**src/hw/rtl/stcd_pkg.sv**
```systemverilog
// stcd_pkg: types, field widths and result codes shared by the sorted table
// with category drain (cells, top level and checker)
// no dependencies
`default_nettype none

package stcd_pkg;

  // default sizing of the table
  localparam int unsigned DEF_CAPACITY       = 32;
  localparam int unsigned DEF_NUM_CATEGORIES = 6;

  // field widths
  localparam int unsigned KEY_W  = 16;
  localparam int unsigned CAT_W  = 3;
  localparam int unsigned YEAR_W = 12;
  localparam int unsigned ST_W   = 3;

  // opcodes
  localparam logic OP_INSERT = 1'b0;
  localparam logic OP_DRAIN  = 1'b1;

  // result status codes
  localparam logic [ST_W-1:0] ST_INSERTED  = 3'd0;
  localparam logic [ST_W-1:0] ST_DUPLICATE = 3'd1;
  localparam logic [ST_W-1:0] ST_FULL      = 3'd2;
  localparam logic [ST_W-1:0] ST_DRAINED   = 3'd3;
  localparam logic [ST_W-1:0] ST_NOTHING   = 3'd4;

  // input item
  typedef struct packed {
    logic              opcode;
    logic [KEY_W-1:0]  entry_key;
    logic [CAT_W-1:0]  entry_category;
    logic [YEAR_W-1:0] entry_year;
  } in_item_t;

  // result item
  typedef struct packed {
    logic [ST_W-1:0]   status;
    logic [CAT_W-1:0]  out_category;
    logic [KEY_W-1:0]  out_key;
    logic [YEAR_W-1:0] out_year;
    logic              last;
  } out_item_t;

  // one stored table entry
  typedef struct packed {
    logic [KEY_W-1:0]  key;
    logic [CAT_W-1:0]  cat;
    logic [YEAR_W-1:0] year;
  } entry_t;

  // command broadcast to every cell
  typedef struct packed {
    logic   insert_en;
    logic   rotate_en;
    entry_t new_entry;
  } cell_cmd_t;

endpackage

`default_nettype wire

```
**src/hw/rtl/stcd_cell.sv**
```systemverilog
// stcd_cell: one slot of the sorted chain; compares its key with the new
// item, shifts right on insert and rotates left during a drain
// depends on stcd_pkg
`default_nettype none

module stcd_cell
  import stcd_pkg::*;
#(
  parameter int unsigned CAPACITY = DEF_CAPACITY,
  parameter int unsigned IDX      = 0
) (
  input  wire logic                          clk,
  input  wire cell_cmd_t                     cmd,
  input  wire logic [$clog2(CAPACITY+1)-1:0] cnt,
  input  wire entry_t                        left_entry,
  input  wire logic                          left_lt,
  input  wire entry_t                        right_entry,
  input  wire entry_t                        head_entry,
  output entry_t                             entry,
  output logic                               lt,
  output logic                               eq
);

  localparam int unsigned CNT_W = $clog2(CAPACITY+1);

  entry_t entry_r;
  entry_t entry_nxt;
  logic   in_use;
  logic   is_tail;

  // slot occupancy and position of the tail of the occupied run
  assign in_use  = CNT_W'(IDX) < cnt;
  assign is_tail = (CNT_W'(IDX) + CNT_W'(1)) == cnt;

  // key compares against the item being inserted
  assign lt = in_use && (entry_r.key < cmd.new_entry.key);
  assign eq = in_use && (entry_r.key == cmd.new_entry.key);

  // next slot content
  always_comb begin
    entry_nxt = entry_r;
    if (cmd.insert_en) begin
      if (lt) begin
        entry_nxt = entry_r;
      end else if (left_lt) begin
        entry_nxt = cmd.new_entry;
      end else begin
        entry_nxt = left_entry;
      end
    end else if (cmd.rotate_en) begin
      entry_nxt = is_tail ? head_entry : right_entry;
    end
  end

  // slot storage, no reset needed
  always_ff @(posedge clk) begin
    entry_r <= entry_nxt;
  end

  assign entry = entry_r;

endmodule

`default_nettype wire

```
**src/hw/rtl/sorted_table_category_drain.sv**
```systemverilog
// sorted_table_category_drain: top level, a chain of stcd_cell slots kept in
// ascending key order plus the insert and drain control
// depends on stcd_pkg and stcd_cell
//
//  channel | ports                      | handshake
//  --------+----------------------------+---------------------------------
//  input   | start, busy, in_item       | taken when start high, busy low
//  result  | out_valid, out_item        | one-cycle strobe, never stalled
//
// an insert's result strobes the cycle after the item is taken and busy
// stays low, so inserts can follow each other every cycle.
// a drain holds busy high while the chain rotates one slot per cycle; each
// full rotation scans one category, and the drain ends on the cycle of its
// last item.
// an empty-table drain gives its single result the cycle after it is taken.
// reset (rst_n low, synchronous) empties the table; the receiver never stalls.
`default_nettype none

module sorted_table_category_drain
  import stcd_pkg::*;
#(
  parameter int unsigned CAPACITY       = DEF_CAPACITY,
  parameter int unsigned NUM_CATEGORIES = DEF_NUM_CATEGORIES
) (
  input  wire logic      clk,
  input  wire logic      rst_n,
  input  wire logic      start,
  output logic           busy,
  input  wire in_item_t  in_item,
  output logic           out_valid,
  output out_item_t      out_item
);

  localparam int unsigned CNT_W = $clog2(CAPACITY+1);
  localparam int unsigned IDX_W = (CAPACITY > 1) ? $clog2(CAPACITY) : 1;
  localparam logic [CAT_W-1:0] CAT_MAX = CAT_W'(NUM_CATEGORIES - 1);

  typedef enum logic [1:0] {
    S_IDLE  = 2'b01,
    S_DRAIN = 2'b10
  } state_t;

  state_t             state_r, state_nxt;
  logic [CNT_W-1:0]   cnt_r, cnt_nxt;
  logic [CAT_W-1:0]   cat_r, cat_nxt;
  logic [IDX_W-1:0]   step_r, step_nxt;
  logic [CNT_W-1:0]   emitted_r, emitted_nxt;
  logic               out_valid_r, out_valid_nxt;
  out_item_t          out_r, out_nxt;

  cell_cmd_t          cmd;
  entry_t             cell_entry [CAPACITY];
  entry_t             left_e     [CAPACITY];
  entry_t             right_e    [CAPACITY];
  logic [CAPACITY-1:0] lt_vec;
  logic [CAPACITY-1:0] eq_vec;
  logic [CAPACITY-1:0] left_lt;

  logic               accept;
  logic               dup;
  logic               full;
  logic               head_hit;
  logic               head_last;
  logic               step_end;
  entry_t             sat_entry;

  assign accept = start && (state_r == S_IDLE);
  assign busy   = (state_r == S_DRAIN);

  // new entry with category saturated into range
  always_comb begin
    sat_entry.key  = in_item.entry_key;
    sat_entry.year = in_item.entry_year;
    sat_entry.cat  = (in_item.entry_category > CAT_MAX) ? CAT_MAX : in_item.entry_category;
  end

  assign dup  = |eq_vec;
  assign full = (cnt_r == CNT_W'(CAPACITY));

  // commands to the chain
  always_comb begin
    cmd.new_entry = sat_entry;
    cmd.insert_en = accept && (in_item.opcode == OP_INSERT) && !dup && !full;
    cmd.rotate_en = (state_r == S_DRAIN);
  end

  // neighbour wiring of the chain
  for (genvar i = 0; i < CAPACITY; i++) begin : g_wire
    if (i == 0) begin : g_first
      assign left_e[i]  = sat_entry;
      assign left_lt[i] = 1'b1;
    end else begin : g_mid
      assign left_e[i]  = cell_entry[i-1];
      assign left_lt[i] = lt_vec[i-1];
    end
    if (i == CAPACITY - 1) begin : g_last
      assign right_e[i] = cell_entry[0];
    end else begin : g_inner
      assign right_e[i] = cell_entry[i+1];
    end

    stcd_cell #(
      .CAPACITY (CAPACITY),
      .IDX      (i)
    ) u_cell (
      .clk         (clk),
      .cmd         (cmd),
      .cnt         (cnt_r),
      .left_entry  (left_e[i]),
      .left_lt     (left_lt[i]),
      .right_entry (right_e[i]),
      .head_entry  (cell_entry[0]),
      .entry       (cell_entry[i]),
      .lt          (lt_vec[i]),
      .eq          (eq_vec[i])
    );
  end

  // drain bookkeeping at the head of the chain
  assign head_hit  = (cell_entry[0].cat == cat_r);
  assign head_last = (emitted_r + CNT_W'(1)) == cnt_r;
  assign step_end  = (CNT_W'(step_r) + CNT_W'(1)) == cnt_r;

  // control and result next state
  always_comb begin
    state_nxt     = state_r;
    cnt_nxt       = cnt_r;
    cat_nxt       = cat_r;
    step_nxt      = step_r;
    emitted_nxt   = emitted_r;
    out_valid_nxt = 1'b0;
    out_nxt       = out_r;
    unique case (state_r)
      S_IDLE: begin
        if (accept) begin
          out_valid_nxt = 1'b1;
          out_nxt       = '0;
          out_nxt.last  = 1'b1;
          if (in_item.opcode == OP_INSERT) begin
            priority if (dup) begin
              out_nxt.status = ST_DUPLICATE;
            end else if (full) begin
              out_nxt.status = ST_FULL;
            end else begin
              out_nxt.status = ST_INSERTED;
              cnt_nxt        = cnt_r + CNT_W'(1);
            end
          end else if (cnt_r == '0) begin
            out_nxt.status = ST_NOTHING;
          end else begin
            out_valid_nxt = 1'b0;
            state_nxt     = S_DRAIN;
            cat_nxt       = '0;
            step_nxt      = '0;
            emitted_nxt   = '0;
          end
        end
      end
      S_DRAIN: begin
        // emit the head slot when it belongs to the category being scanned
        if (head_hit) begin
          out_valid_nxt        = 1'b1;
          out_nxt.status       = ST_DRAINED;
          out_nxt.out_category = cell_entry[0].cat;
          out_nxt.out_key      = cell_entry[0].key;
          out_nxt.out_year     = cell_entry[0].year;
          out_nxt.last         = head_last;
          emitted_nxt          = emitted_r + CNT_W'(1);
        end
        if (head_hit && head_last) begin
          state_nxt = S_IDLE;
          cnt_nxt   = '0;
        end else if (step_end) begin
          step_nxt = '0;
          cat_nxt  = cat_r + CAT_W'(1);
        end else begin
          step_nxt = step_r + IDX_W'(1);
        end
      end
      default: begin
        state_nxt = S_IDLE;
      end
    endcase
  end

  // control registers
  always_ff @(posedge clk) begin
    if (!rst_n) begin
      state_r     <= S_IDLE;
      cnt_r       <= '0;
      cat_r       <= '0;
      step_r      <= '0;
      emitted_r   <= '0;
      out_valid_r <= 1'b0;
    end else begin
      state_r     <= state_nxt;
      cnt_r       <= cnt_nxt;
      cat_r       <= cat_nxt;
      step_r      <= step_nxt;
      emitted_r   <= emitted_nxt;
      out_valid_r <= out_valid_nxt;
    end
  end

  // result payload register
  always_ff @(posedge clk) begin
    out_r <= out_nxt;
  end

  assign out_valid = out_valid_r;
  assign out_item  = out_r;

endmodule

`default_nettype wire

```
**config.mk**
```make
export PLATFORM = sky130hd
export DESIGN_NAME = sorted_table_category_drain
export DESIGN_NICKNAME = d
export VERILOG_FILES = /design/src/hw/rtl/stcd_pkg.sv /design/src/hw/rtl/stcd_cell.sv /design/src/hw/rtl/sorted_table_category_drain.sv
export SDC_FILE = /design/constraint.sdc
export NUM_CORES = 2
export LEC_CHECK = 0
export BUFFER_PORTS_ARGS = -buffer_cell sky130_fd_sc_hd__clkbuf_2
export CELL_PAD_IN_SITES_DETAIL_PLACEMENT = 0
export CELL_PAD_IN_SITES_GLOBAL_PLACEMENT = 1
export CORE_ASPECT_RATIO = 1.4
export CORE_MARGIN = 1.5
export CORE_UTILIZATION = 35
export DETAILED_ROUTE_END_ITERATION = 6
export PLACE_DENSITY = 0.65
export SLEW_MARGIN = 5
export SYNTH_ARGS = -nofsm -noshare
export SYNTH_HDL_FRONTEND = slang
export SYNTH_SLANG_ARGS = --single-unit
```
**constraint.sdc**
```tcl
create_clock -name clk -period 14.7 [get_ports clk]
set_clock_uncertainty 0.05 [all_clocks]
set_input_delay 2.205 -clock clk [delete_from_list [all_inputs] [get_ports clk]]
set_output_delay 2.205 -clock clk [all_outputs]
set_load 0.01 [all_outputs]
```
Yosys cells after proc, flatten, opt, wreduce, memory -nomap -nowiden --
Index checks and enable logic that the tools add are counted.
Operators by class: add/sub/neg operators 5, order comparisons 65, equal/unequal tests 112, muxes and demuxes 199, bitwise gates (word level) 1, reduce and logical (&&, ||, !) cells 113
Operators with widths (number):
- 31-bit 2-to-1 mux | 158
- 16-bit == test | 32
- 16-bit less-than comparator | 32
- 5-bit by 6-bit == test with 1-bit output (first input constant) | 16
- 5-bit by 6-bit less-than comparator with 1-bit output (first input constant) | 16
- 2-bit inequality test (second input constant) | 40
- 35-bit 2-to-1 mux | 2
- 35-bit case mux with 2 select lines | 1
- 1-bit logical AND | 69
- 2-bit AND reduction | 31
- 6-bit 2-to-1 mux | 9
- 4-bit by 6-bit == test with 1-bit output (first input constant) | 8
- 4-bit by 6-bit less-than comparator with 1-bit output (first input constant) | 8
- 32-bit OR reduction | 1
- 5-bit 2-to-1 mux | 5
- 3-bit by 6-bit == test with 1-bit output (first input constant) | 4
- 3-bit by 6-bit less-than comparator with 1-bit output (first input constant) | 4
- 3-bit 2-to-1 mux | 8
- 6-bit case mux with 2 select lines | 2
- 6-bit by 1-bit adder with 6-bit output (second input constant) | 2
- 2-bit by 6-bit == test with 1-bit output (first input constant) | 2
- 6-bit == test | 2
- 1-bit by 6-bit less-than comparator with 1-bit output (first input constant) | 2
- 2-bit by 6-bit less-than comparator with 1-bit output (first input constant) | 2
- 24 further kinds | 39
Storage, ports and cells: flip-flop bits (word level) 1050, output and inout bits 37

Depth between registers and ports, before layout --
depth after elaboration 8, depth in mapped cells 16, mapped depth without buffers 10

Modules after synthesis --
Synthesis repeated with hierarchy kept, for this count alone.
Unflattened totals: cells, all modules 7050, area total of the unflattened synthesis 80135.6 µm²
By module, submodules not included:
- stcd_cell (g_wire[18].u_cell ...) | instances 2, cells each 198, area each 2359.8 µm²
- sorted_table_category_drain | instances 1, cells each 299, area each 3044.2 µm²
- stcd_cell (g_wire[9].u_cell) | instances 1, cells each 235, area each 2777.7 µm²
- stcd_cell (g_wire[4].u_cell) | instances 1, cells each 233, area each 2712.6 µm²
- stcd_cell (g_wire[5].u_cell) | instances 1, cells each 232, area each 2595.0 µm²
- stcd_cell (g_wire[26].u_cell) | instances 1, cells each 237, area each 2454.9 µm²
- stcd_cell (g_wire[6].u_cell) | instances 1, cells each 233, area each 2442.3 µm²
- stcd_cell (g_wire[20].u_cell) | instances 1, cells each 202, area each 2424.8 µm²
- stcd_cell (g_wire[30].u_cell) | instances 1, cells each 197, area each 2421.1 µm²
- stcd_cell (g_wire[21].u_cell) | instances 1, cells each 237, area each 2418.6 µm²
- stcd_cell (g_wire[16].u_cell) | instances 1, cells each 238, area each 2417.3 µm²
- stcd_cell (g_wire[10].u_cell) | instances 1, cells each 237, area each 2402.3 µm²
- stcd_cell (g_wire[24].u_cell) | instances 1, cells each 237, area each 2398.6 µm²
- stcd_cell (g_wire[2].u_cell) | instances 1, cells each 198, area each 2392.3 µm²
- 18 more rows

Worst setup path after synthesis --
No wires, ideal clock.
kind input port to flip-flop, start point input in_item[26] (netlist name), end point register g_wire[0].u_cell.entry_r, in the netlist g_wire[0].u_cell.entry[0] (enable), setup time 0.462 ns, arrival 6.947 ns, slack 7.241 ns, stages on the path 12, cells stage by stage inv_1 > ha_1 > nand4_1 > or4_1 > o22a_1 > nand4_1 > or4_1 > buf_2 > nor2_2 > clkbuf_1 > clkbuf_1 > o21ai_0
On the way: cells in the longest elaborated chain, start to end 8
RTL lines:
- start, declared | RTL line sorted_table_category_drain.sv:29 | input wire in_item_t in_item,
- 16-bit == test | RTL line stcd_cell.sv:37 | assign eq = in_use && (entry_r.key == cmd.new_entry.key);
- 1-bit logical AND | RTL line stcd_cell.sv:37
- 32-bit OR reduction | RTL line sorted_table_category_drain.sv:77 | assign dup = |eq_vec;
- 1-bit logical NOT | RTL line sorted_table_category_drain.sv:83 | cmd.insert_en = accept && (in_item.opcode == OP_INSERT) && !dup && !full;
- 1-bit logical AND (2 in series) | RTL line sorted_table_category_drain.sv:83
- 2-bit inequality test (no line) or 2-bit nonzero test (tied branches)
- 3-bit AND reduction (no line) *
- end signal, assigned | RTL line stcd_cell.sv:57 | entry_r <= entry_nxt;
- end, declared | RTL line stcd_cell.sv:26 | entry_t entry_r;
Every way passes the cells marked *; elsewhere a longest branch is shown, timed or not. A chain may end at the register's enable or synchronous reset.

Final worst setup path --
start point input in_item[25] (netlist name), end point register g_wire[11].u_cell.entry_r, in the netlist g_wire[11].u_cell.entry[30] (enable)
On the way: cells in the longest elaborated chain, start to end 8
RTL lines (RTL line):
- 16-bit == test | stcd_cell.sv:37
- 1-bit logical AND | stcd_cell.sv:37
- 32-bit OR reduction | sorted_table_category_drain.sv:77
- 1-bit logical NOT | sorted_table_category_drain.sv:83
- 1-bit logical AND (2 in series) | sorted_table_category_drain.sv:83
- 2-bit inequality test (no line) or 2-bit nonzero test (tied branches)
- 2-bit AND reduction (no line) *
- end signal, assigned | stcd_cell.sv:57
- end, declared | stcd_cell.sv:26
Marked as above.

==> metrics.cfg <==
[pwr]
clkPwrFrac_pct = 37.5
seqPwrFrac_pct = 45.3
p_total_mw = 8.27
power_density_nw_per_um2 = 99.3
sw_frac_of_total_pct = 31.4
p_int_mw = 5.68
switchingPower_mw = 2.60
ir_worst_vdd_v = 0.0000973
combPwrFrac_pct = 17.3
power_leakage_nw = 31.3

[logic_synthesis]
avgSynthCellArea_um2 = 9.31
synth_edf_count = 1027
synth_most_common_cell = a21oi_1
syn-num-nets = 8712
synthesis.area_um2 = 76000
synth.distinct_cells = 70
synth_top_area_share_pct = 40.6
synth_area_leader_cell = edfxtp_1
ys_seq_area_share_pct = 41.2
synth.area.top_cells = edfxtp_1 (41%), mux2i_1 (11%), ha_1 (8.6%)
synth_commonest_cells = a21oi_1 (1092), edfxtp_1 (1027), nand2_1 (908)
yosys_warnings = 0
syn_inst = 8157
synthFlopType = edfxtp_1
ys_ff_latch = 1050
async_reset_ff_share_pct = 0

[placed_design]
hpwl_um = 235000
portBuffers = 71
place_congestion = 0.990

[global_routing]
grtUsageTotal_pct = 31.3
gr-total-overflow = 0
grt_pass1_wl_um = 501000
grt_pass1_vias = 66100
grt_max_degree = 200
antenna_found_initial = 6

[critical_path]
worstSetupPathType = in -> reg
crit_path_end_kind = flip-flop
worstReg2RegStart = cnt_r[1]
cp.required_ns = 15.06
cp-start-kind = input pin
startpoint = in_item[25]
reg2reg_to = g_wire[26].u_cell.entry[10]
critPathCapture = g_wire[11].u_cell.entry[30]
r2r_slack_ns = 7.31
reg2reg_depth = 13
worstPathArrival_ns = 9.14
cp_max_fo = 89

[finish]
layout-drive-gt1-share_pct = 8.73
fillers = 21600
finalNetCount = 8377
area_growth_pct = 9.73
multiInputGateArea_um2 = 41800
regArea_um2 = 31300

[timing]
hold_violations = 0
period_minus_slack_ns = 8.78
setup_tns_ns = 0
setup_viol = 0
max_slew.worst_pin.slew_ns = 1.45
min_period_over_period_pct = 59.7
slew_headroom_pct = 2.49
max_freq_ghz = 0.114
rsz0062_at_grt = no
slew_viol_final = 0

[clock_network]
cts-buffers-inserted = 118
holdBufCountCts = 0
cts_resized = 0
cts_setup_buffers = 0
clock-sinks = 1050
cts_buffer_depth = 3
cts.clk_slew.worst_paths_ns = 0.06
cts_max_level = 3
cts_root_buf = clkbuf_16
clk_latency_ns = 0.82
cts_tree = built

[route]
wl_um = 355000
dr.first_iter.drc_count = 6642
drtPass1Iterations = 7
wl_per_cell_um = 32.9
route.met2.wl_um = 168000
postRouteAntennaNets = 0
vias = 67700
dr_wl_met3_um = 23800
viasPerCell = 6.28
drc = 0
wl_met1_um = 135000
highest_layer = met5

[die]
ios = 72
die_w_um = 397
core_area_um2 = 216000
start_util_pct = 35.2
chipHeight_um = 554
rows = 202
die_area_um2 = 220000

[run_status]
status = finished, final reports clean

[hold_path]
hp-class = reg -> reg
holdPathStages = 2

[job]
maxCapViolations = 0

[per-layer routing]
layer | GRT usage (%) | up-vias
li1 | - | 29700
met1 | 37.3 | 33900
met2 | 52.0 | 3175
met3 | 4.56 | 965
met4 | 21.6 | 2
met5 | 0 | -
[how the worst min path moves through the flow]
stage	slack, ns	to	startpoint
after floorplan	0.40	step_r[1]	step_r[1]
after global placement	0.41	step_r[1]	step_r[1]
after detailed placement	0.43	step_r[1]	step_r[1]
after CTS	0.44	step_r[1]	step_r[1]
after global routing	0.45	step_r[1]	step_r[1]
final	0.43	step_r[1]	step_r[1]
[power groups by stage]
stage / Sequential (mW) / Combinational, mW / Clock, mW
after detailed placement: 3.80 / 1.39 / 0
after CTS: 3.74 / 1.40 / 3.13
after floorplan: 3.70 / 0.880 / 0
after global placement: 3.80 / 1.37 / 0
final: 3.75 / 1.43 / 3.10
after global routing: 3.76 / 1.54 / 3.23
[worst max-delay path: stages]
cell and delay [ns]:
clkbuf_2 0.07, buf_4 0.49, inv_2 0.49, buf_4 0.41
ha_1 0.36, nand4_1 0.22, nor3_2 0.94, a22oi_1 0.27
nand4_1 0.17, or4_1 0.26, or2_4 0.66, buf_4 0.70
buf_4 0.81, nor3_1 0.21, nor2_4 0.11, buf_4 0.52
[cell usage in the layout, fill, tap and decap left out, types with 29 or more instances in the layout]
| cell | count |
|---|---|
| clkbuf_16 | 118 |
| and3_1 | 339 |
| o221ai_1 | 31 |
| a31oi_1 | 36 |
| nor2b_1 | 276 |
| buf_4 | 257 |
| nand2_1 | 900 |
| edfxtp_1 | 1027 |
| mux2_2 | 30 |
| o21ai_0 | 269 |
| inv_1 | 129 |
| nand4_1 | 116 |
| clkbuf_2 | 70 |
| nand3_1 | 96 |
| nor3_1 | 117 |
| a21oi_1 | 1066 |
| mux2i_1 | 844 |
| a221oi_2 | 29 |
| a211oi_1 | 554 |
| nor2_1 | 582 |
| a21o_1 | 79 |
| ha_1 | 520 |
[kinds of logic after synthesis]
| kind of cell | Yosys count | share of synthesized area [%] |
|---|---|---|
| xor gates and xnor gates | 16 | 0.184 |
| and+or+nand+nor | 2544 | 15.8 |
| buffers and inverters | 931 | 4.85 |
| muxes | 875 | 11.6 |
| adders and majority gates | 520 | 8.56 |
| AOI/OAI and AO/OA | 2221 | 17.9 |
| DFF | 1050 | 41.2 |
[per-stage QoR]
step / util, % / setup slack (ns) / cell area [um^2] / instances / hold WS (ns)
5_1_grt: 38.6 / 5.75 / 83400 / 10800 / 0.449
6_report: 38.6 / 5.92 / 83400 / 10800 / 0.431
4_1_cts: 38.6 / 6.25 / 83400 / 10800 / 0.437
3_3_place_gp: 36.8 / 5.44 / 79600 / 10600 / 0.414
2_1_floorplan: - / 7.24 / 76000 / 8157 / 0.399
3_5_place_dp: 36.8 / 5.43 / 79600 / 10600 / 0.428
[final cells by class]
type,count,share of cell area (%)
flip-flops and latches,1050,37.5
multi-input cells,6176,50.1
clock buffers,137,3.63
repair buffers,331,2.83
clock inverters,78,0.923
diodes,3,0.00901
inverters,145,0.653
well taps,2856,4.29
[state kept, by name (all words and copies together) (netlist names)]
register,flops
cat_r,3
cnt_r,6
emitted_r,6
g_wire.u_cell.entry,992
out_item,35
out_valid,1
state_r,2
step_r,5
Power figures use the tool's default switching activity.
